### src/rtl/sdud_pkg.sv
// ----------------------------------------------------------------------------
// sdud_pkg
// types, register indexes and reset constants for the stall / unjam block
// ----------------------------------------------------------------------------
package sdud_pkg;

  localparam int unsigned IN_DATA_W  = 112;
  localparam int unsigned IN_USER_W  = 3;
  localparam int unsigned OUT_DATA_W = 48;
  localparam int unsigned OUT_USER_W = 3;
  localparam int unsigned CFG_IDX_W  = 3;
  localparam int unsigned CFG_DATA_W = 16;

  localparam logic [31:0] OVERLOAD_HOLD_MS = 32'd5;

  localparam logic        RST_ANTI_JAM_ENABLE    = 1'b1;
  localparam logic [13:0] RST_STALL_SPEED_THRESH = 14'd160;
  localparam logic [15:0] RST_JAM_TIME_MS        = 16'd100;
  localparam logic [15:0] RST_UNJAM_TIME_MS      = 16'd50;
  localparam logic [14:0] RST_UNJAM_VOLTAGE      = 15'h5120; // -12000
  localparam logic [15:0] RST_UNJAM_COOLDOWN_MS  = 16'd2000;
  localparam logic [11:0] RST_TORQUE_THRESHOLD   = 12'd256;
  localparam logic [15:0] RST_LOAD_SETTLE_MS     = 16'd1000;

  typedef enum logic [CFG_IDX_W-1:0] {
    REG_ANTI_JAM_ENABLE    = 3'd0,
    REG_STALL_SPEED_THRESH = 3'd1,
    REG_JAM_TIME_MS        = 3'd2,
    REG_UNJAM_TIME_MS      = 3'd3,
    REG_UNJAM_VOLTAGE      = 3'd4,
    REG_UNJAM_COOLDOWN_MS  = 3'd5,
    REG_TORQUE_THRESHOLD   = 3'd6,
    REG_LOAD_SETTLE_MS     = 3'd7
  } reg_idx_t;

  typedef struct packed {
    logic signed [14:0] value;
    logic               is_speed;
  } drive_t;

  localparam drive_t DRIVE_OFF = '{value: 15'sd0, is_speed: 1'b0};

endpackage

### src/rtl/stall_detect_unjam_drive_core.sv
// ----------------------------------------------------------------------------
// stall_detect_unjam_drive_core
// bottom roller stall detection, timed reverse unjam and top overload stop
// ----------------------------------------------------------------------------
//  channel  | direction | handshake          | contents
//  s_axis   | in        | s_tvalid/s_tready  | one control tick
//  m_axis   | out       | m_tvalid/m_tready  | three motor drives and status
//  cfg      | in        | cfg_valid/cfg_ready| register index and write data
//
//  one word per clock while the output is not stalled; the word is computed in the accepting cycle and held
//  in the output register, which is also the held drive state
//  s_tready is high while the output register is empty or being drained
//  cfg_ready is always high
//  synchronous reset clears all timers, the latch and the held drives
// ----------------------------------------------------------------------------
module stall_detect_unjam_drive_core (
  input  logic                             clk,
  input  logic                             rst,
  input  logic                             s_tvalid,
  output logic                             s_tready,
  // now_ms, bottom_speed, top_torque, top, middle and bottom command values,
  // loading, clear_overload, zero fill
  input  logic [sdud_pkg::IN_DATA_W-1:0]   s_tdata,
  // is_speed flags of the top, middle and bottom commands
  input  logic [sdud_pkg::IN_USER_W-1:0]   s_tuser,
  output logic                             m_tvalid,
  input  logic                             m_tready,
  // top_drive_value, middle_drive_value, bottom_drive_value,
  // overload_stopped, rumble_pulse, unjam_running
  output logic [sdud_pkg::OUT_DATA_W-1:0]  m_tdata,
  // top_drive_is_speed, middle_drive_is_speed, bottom_drive_is_speed
  output logic [sdud_pkg::OUT_USER_W-1:0]  m_tuser,
  input  logic                             cfg_valid,
  output logic                             cfg_ready,
  input  logic [sdud_pkg::CFG_IDX_W-1:0]   cfg_index,
  input  logic [sdud_pkg::CFG_DATA_W-1:0]  cfg_data
);
  import sdud_pkg::*;

  // configuration
  logic        anti_jam_enable;
  logic [13:0] stall_speed_threshold;
  logic [15:0] jam_time_ms;
  logic [15:0] unjam_time_ms;
  logic [14:0] unjam_mv;
  logic [15:0] cooldown_ms;
  logic [11:0] torque_threshold;
  logic [15:0] load_settle_ms;

  // state
  logic [31:0] stall_start,      stall_start_next;
  logic [31:0] last_unjam_end,   last_unjam_end_next;
  logic        unjam_pending,    unjam_pending_next;
  logic [31:0] unjam_start,      unjam_start_next;
  logic [31:0] load_begin,       load_begin_next;
  logic [31:0] overload_start,   overload_start_next;
  logic        overload_latched, overload_latched_next;
  logic        loading_prev;

  // output register, doubles as held drives
  drive_t top_drive,    top_drive_next;
  drive_t middle_drive, middle_drive_next;
  drive_t bottom_drive, bottom_drive_next;
  logic   rumble,  rumble_next;
  logic   running, running_next;

  // input fields
  logic [31:0]        now_ms;
  logic signed [14:0] bottom_speed;
  logic [11:0]        top_torque;
  drive_t             top_cmd, mid_cmd, bot_cmd;
  logic               loading, clear_overload;

  logic        accept;
  logic        monitor, fire, hold;
  logic        stall_cond;
  logic [31:0] unjam_start_eff, stall_start_eff;
  logic        unjam_done;

  assign now_ms         = s_tdata[31:0];
  assign bottom_speed   = s_tdata[46:32];
  assign top_torque     = s_tdata[58:47];
  assign top_cmd        = '{value: s_tdata[73:59],  is_speed: s_tuser[0]};
  assign mid_cmd        = '{value: s_tdata[88:74],  is_speed: s_tuser[1]};
  assign bot_cmd        = '{value: s_tdata[103:89], is_speed: s_tuser[2]};
  assign loading        = s_tdata[104];
  assign clear_overload = s_tdata[105];

  assign s_tready  = !m_tvalid || m_tready;
  assign accept    = s_tvalid && s_tready;
  assign cfg_ready = 1'b1;

  always_ff @(posedge clk) begin
    if (rst) begin
      anti_jam_enable       <= RST_ANTI_JAM_ENABLE;
      stall_speed_threshold <= RST_STALL_SPEED_THRESH;
      jam_time_ms           <= RST_JAM_TIME_MS;
      unjam_time_ms         <= RST_UNJAM_TIME_MS;
      unjam_mv              <= RST_UNJAM_VOLTAGE;
      cooldown_ms           <= RST_UNJAM_COOLDOWN_MS;
      torque_threshold      <= RST_TORQUE_THRESHOLD;
      load_settle_ms        <= RST_LOAD_SETTLE_MS;
    end else if (cfg_valid) begin
      unique case (reg_idx_t'(cfg_index))
        REG_ANTI_JAM_ENABLE:    anti_jam_enable       <= cfg_data[0];
        REG_STALL_SPEED_THRESH: stall_speed_threshold <= cfg_data[13:0];
        REG_JAM_TIME_MS:        jam_time_ms           <= cfg_data;
        REG_UNJAM_TIME_MS:      unjam_time_ms         <= cfg_data;
        REG_UNJAM_VOLTAGE:      unjam_mv              <= cfg_data[14:0];
        REG_UNJAM_COOLDOWN_MS:  cooldown_ms           <= cfg_data;
        REG_TORQUE_THRESHOLD:   torque_threshold      <= cfg_data[11:0];
        REG_LOAD_SETTLE_MS:     load_settle_ms        <= cfg_data;
        default: ;
      endcase
    end
  end

  always_comb begin
    stall_start_next      = stall_start;
    last_unjam_end_next   = last_unjam_end;
    unjam_pending_next    = unjam_pending;
    unjam_start_next      = unjam_start;
    overload_start_next   = overload_start;
    overload_latched_next = clear_overload ? 1'b0 : overload_latched;
    fire                  = 1'b0;
    hold                  = 1'b0;
    unjam_start_eff       = '0;
    stall_start_eff       = '0;
    unjam_done            = 1'b0;
    stall_cond            = 1'b0;
    top_drive_next        = top_drive;
    middle_drive_next     = middle_drive;
    bottom_drive_next     = bottom_drive;
    running_next          = 1'b0;

    // loading start time
    if (!loading) begin
      load_begin_next = '0;
    end else if (!loading_prev) begin
      load_begin_next = now_ms;
    end else begin
      load_begin_next = load_begin;
    end

    // top overload timing
    monitor = loading && (load_begin_next != '0) &&
              ((now_ms - load_begin_next) >= {16'd0, load_settle_ms});
    if (monitor) begin
      if (top_torque > torque_threshold) begin
        if (overload_start == '0) begin
          overload_start_next = now_ms;
        end else if ((now_ms - overload_start) >= OVERLOAD_HOLD_MS) begin
          fire                  = 1'b1;
          overload_latched_next = 1'b1;
          top_drive_next        = DRIVE_OFF;
        end
      end else begin
        overload_start_next = '0;
      end
    end

    if (unjam_pending) begin
      running_next      = 1'b1;
      unjam_start_eff   = (unjam_start == '0) ? now_ms : unjam_start;
      top_drive_next    = DRIVE_OFF;
      middle_drive_next = DRIVE_OFF;
      bottom_drive_next = '{value: unjam_mv, is_speed: 1'b0};
      unjam_done        = (now_ms - unjam_start_eff) >= {16'd0, unjam_time_ms};
      if (unjam_done) begin
        unjam_pending_next  = 1'b0;
        unjam_start_next    = '0;
        last_unjam_end_next = now_ms;
      end else begin
        unjam_start_next = unjam_start_eff;
      end
    end else begin
      stall_cond = ($signed({bottom_speed[14], bottom_speed}) <
                    $signed({2'b00, stall_speed_threshold})) &&
                   !bot_cmd.value[14] && (bot_cmd.value != '0);
      if (!anti_jam_enable || !stall_cond) begin
        stall_start_next = '0;
      end else begin
        stall_start_eff  = (stall_start == '0) ? now_ms : stall_start;
        stall_start_next = stall_start_eff;
        if (((now_ms - stall_start_eff) > {16'd0, jam_time_ms}) &&
            ((now_ms - last_unjam_end) >= {16'd0, cooldown_ms})) begin
          unjam_pending_next = 1'b1;
          stall_start_next   = '0;
          hold               = 1'b1;
        end
      end
      if (!hold) begin
        top_drive_next    = overload_latched_next ? DRIVE_OFF : top_cmd;
        middle_drive_next = mid_cmd;
        bottom_drive_next = bot_cmd;
      end
    end
    rumble_next = fire;
  end

  always_ff @(posedge clk) begin
    if (rst) begin
      stall_start      <= '0;
      last_unjam_end   <= '0;
      unjam_pending    <= 1'b0;
      unjam_start      <= '0;
      load_begin       <= '0;
      overload_start   <= '0;
      overload_latched <= 1'b0;
      loading_prev     <= 1'b0;
      top_drive        <= DRIVE_OFF;
      middle_drive     <= DRIVE_OFF;
      bottom_drive     <= DRIVE_OFF;
      rumble           <= 1'b0;
      running          <= 1'b0;
      m_tvalid         <= 1'b0;
    end else begin
      if (accept) begin
        stall_start      <= stall_start_next;
        last_unjam_end   <= last_unjam_end_next;
        unjam_pending    <= unjam_pending_next;
        unjam_start      <= unjam_start_next;
        load_begin       <= load_begin_next;
        overload_start   <= overload_start_next;
        overload_latched <= overload_latched_next;
        loading_prev     <= loading;
        top_drive        <= top_drive_next;
        middle_drive     <= middle_drive_next;
        bottom_drive     <= bottom_drive_next;
        rumble           <= rumble_next;
        running          <= running_next;
        m_tvalid         <= 1'b1;
      end else if (m_tready) begin
        m_tvalid <= 1'b0;
      end
    end
  end

  assign m_tdata = {running, rumble, overload_latched,
                    bottom_drive.value, middle_drive.value, top_drive.value};
  assign m_tuser = {bottom_drive.is_speed, middle_drive.is_speed, top_drive.is_speed};

endmodule

### config.mk
export PLATFORM = sky130hd
export DESIGN_NAME = stall_detect_unjam_drive_core
export DESIGN_NICKNAME = d
export VERILOG_FILES = /design/src/rtl/sdud_pkg.sv /design/src/rtl/stall_detect_unjam_drive_core.sv
export SDC_FILE = /design/constraint.sdc
export NUM_CORES = 1
export LEC_CHECK = 0
export ABC_AREA = 1
export BUFFER_PORTS_ARGS = -buffer_cell sky130_fd_sc_hd__buf_4
export CAP_MARGIN = 20
export CORE_MARGIN = 2
export CORE_UTILIZATION = 30
export CTS_CLUSTER_DIAMETER = 80
export DETAILED_ROUTE_END_ITERATION = 16
export SYNTH_ARGS = -nofsm -noshare
export SYNTH_HDL_FRONTEND = slang
export SYNTH_SLANG_ARGS = --single-unit
### constraint.sdc
create_clock -name clk -period 5.65 [get_ports clk]
set_input_delay 1.13 -clock clk [delete_from_list [all_inputs] [get_ports clk]]
set_output_delay 1.13 -clock clk [all_outputs]
set_load 0.03 [all_outputs]
==> run metrics <==
unrepaired setup endpoints after global routing no; cell taking the most area after synthesis dfxtp_1; Slowest cell on crit path fa_1; first-pass GRT wire length around 150,000 um; ys flop type dfxtp_1; Hold Path Class flop to flop; period utilisation layout slightly above 90%; Slew HR approximately 26%; Mapped Area 27,600 um^2; commonest non-fill, non-tap cell in the layout nand2_1; top cells by area, synth dfxtp_1, nand2_1, ha_1, inv_1, a21oi_1; Die Y 307 um; Pwr per Cell Area 252 nW/um^2; Startpoint Class flop; DR vias/cell roughly 4.9; synth warn 0; H-tree Lvls 2; Post-CTS Setup Bufs 0; DRC 0; Int Pwr approximately 5 mW; site row count about 110; total grt overflow 0; reg-to-reg critical path endpoint m_tdata[44]; CTS buffer count 41; Clock Sinks 320; Avg Inst Size Synth just under 6 um^2; sequential fraction of the synthesis area between 20% and 30%; DR pass1 iterations 6; layout cells sized above 1 under 10%; status complete, no violations; sequential share of power a little under a third; Worst setup startpoint stall_start[28]; Gate Count Post-Synth ~4,600; routability cong. 0.942; Clock Latency Late Sink 0.59 ns; CP arrival ~5.7 ns; Max Clock Freq roughly 190 MHz; number of DRC markers after the initial detailed-route iteration approximately 2,600; Final Hold Violating Endpoints 0; delay of the slowest critical-path stage between 0.4 and 0.5 ns; Total Nets Final ~5,200; core area ~92,000 um^2; pin count of the biggest net entering global routing 91; clk_skew 0.0214 ns; Crit. End Element flop; Area Growth Syn to Fin 14.4%; initial antenna violation count 6; Post-Route WL approximately 100,000 um; n_diodes 0; DR vias 29,405; syn_nets 5,036; GRT Overall Usage 20.1%; maximum vdd drop between 200 and 250 uV; Clock Tree Buf Depth 3; Setup crit end m_tdata[44]; Initial Util 30.2%; vias in the first global route about 26,000; final setup vio count 0; Root Buffer Master clkbuf_16; area post-placement 30,200 um^2; Buffers on Ports between 150 and 200; CTS tree done; sw frac approximately two fifths; ANT nets after route 0; Critical Path RT 6.13 ns; setup TNS after final layout 0 ns; flop2flop setup slack 0.45 ns; Layout fillers ~10,000; Reg-to-Reg Start stall_start[28]; CP Max Fanout 19; Distinct cells, synth 52; Yosys top cell area share 23.2%; Leakage between 15 and 20 nW; Reg clk slew, reported paths roughly 0.06 ns; Post-synth EDFFs 0; max-cap violation count 0; Yosys reg bits 320; width of the chip slightly above 300 um; number of I/O pins roughly 190; Critical Path Most Common Cell nand2_1; Final HPWL DP 76,600 um; most frequent cells in the layout nand2_1, inv_1, nor2_1; final worst path period need ~5.2 ns; reg2reg path depth 32; Pins Over Slew Limit 0; WL/cell ~16 um; Slew @ Worst Pin approximately 1.1 ns; combinational power share between 30% and 40%; post-synthesis async set-or-reset flop share 0%; clock network fraction of design power a little over a third; critical path type flop to flop; die area between 90,000 and 100,000 um^2; P_sw about 3.0 mW; Post-Layout Inst Area 31,600 um^2
[critical path, delay by kind of cell (launching register included)]
family / cells / cell delay, ns
XOR/XNOR: 1 / 0.23
flip-flops: 1 / 0.32
AND/OR/NAND/NOR: 25 / 3.03
buffers and inverters: 3 / 0.60
adder cells (fa/ha/maj): 3 / 0.87
[state kept, by name, summed over array words and instances, names as in the netlist, 15 cells and up]
signal,count
m_tdata,45
last_unjam_end,32
load_begin,32
overload_start,32
stall_start,32
unjam_start,32
cooldown_ms,16
jam_time_ms,16
load_settle_ms,16
unjam_time_ms,16
unjam_mv,15
[worst min path at each step]
| stage | start | end | slack (ns) | depth (start not counted) |
|---|---|---|---|---|
| floorplan | unjam_mv[12] | unjam_mv[12] | 0.43 | 2 |
| global placement | unjam_mv[5] | unjam_mv[5] | 0.44 | 2 |
| detailed placement | unjam_mv[5] | unjam_mv[5] | 0.44 | 2 |
| CTS | torque_threshold[11] | torque_threshold[11] | 0.46 | 2 |
| global route | torque_threshold[1] | torque_threshold[1] | 0.48 | 2 |
| finish | torque_threshold[3] | torque_threshold[3] | 0.46 | 2 |
[final cells by class]
cell class                      instances  area [um^2]  area share (%)
Clock buffer                           54         1150            3.62
Clock inverter                         21          260           0.823
Inverter                              770         2900            9.16
Multi-Input combinational cell       3412        17700            55.9
Sequential cell                       320         6410            20.3
Tap cell                             1186         1480            4.69
Timing Repair Buffer                  229         1760            5.55
[stage by stage]
| stage | std cells | power (mW) | worst slack (ns) | hold slack [ns] | util [%] |
|---|---|---|---|---|---|
| after detailed placement | 5917 | 5.22 | 0.161 | 0.444 | 33.0 |
| after global routing | 5992 | 8.49 | 0.00959 | 0.483 | 34.5 |
| after CTS | 5992 | 8.01 | 0.298 | 0.460 | 34.5 |
| final | 5992 | 7.97 | 0.453 | 0.458 | 34.5 |
| after floorplan | 4648 | 4.39 | 1.16 | 0.429 | - |
| after global placement | 5917 | 5.19 | 0.203 | 0.441 | 33.0 |
[what timing repair did]
item	CTS	global route
endpoints found under the setup margin	0	49
hold buffers	0	0
resized for setup	0	5
[power by group through the flow]
| stage | logic [mW] | registers [mW] | clock network (mW) |
|---|---|---|---|
| after detailed placement | 2.75 | 2.47 | 0 |
| after global routing | 3.13 | 2.44 | 2.93 |
| after global placement | 2.72 | 2.47 | 0 |
| after CTS | 2.76 | 2.42 | 2.83 |
| after floorplan | 1.88 | 2.52 | 0 |
| final | 2.78 | 2.42 | 2.76 |
[cells in the mapped netlist, types with 14 or more instances]
library cell	instances
buf_2	28
nand4_1	75
nand2_1	1235
nand2_2	14
nand3_1	300
o21bai_1	23
xor2_1	61
nor4_1	20
o21ai_0	195
o211ai_1	22
nor2_1	548
o31ai_1	29
a211oi_1	37
dfxtp_1	320
nor3_1	40
inv_1	759
ha_1	244
clkbuf_1	93
a21oi_1	470
[cells by family (layout without fill, tap and decap cells)]
group	count (synthesis)	in the layout	synth area share, %
other	1	1	0.0136
xor gates and xnor gates	66	66	2.09
AOI/OAI and AO/OA	815	815	16.1
and+or+nand+nor	2281	2281	34.3
DFF	320	320	23.2
adders and majority gates	249	249	11.4
buffers and inverters	916	1074	13.0
[routing by layer]
| metal | part of all wire (%) | global-route usage, % |
|---|---|---|
| met1 | 46 | 27.8 |
| met2 | 44 | 32.0 |
| met3 | 7.5 | 3.12 |
| met4 | 2.9 | 6.06 |
| met5 | 0.0081 | 0 |
No activity file was read; power rests on OpenSTA's default activity.
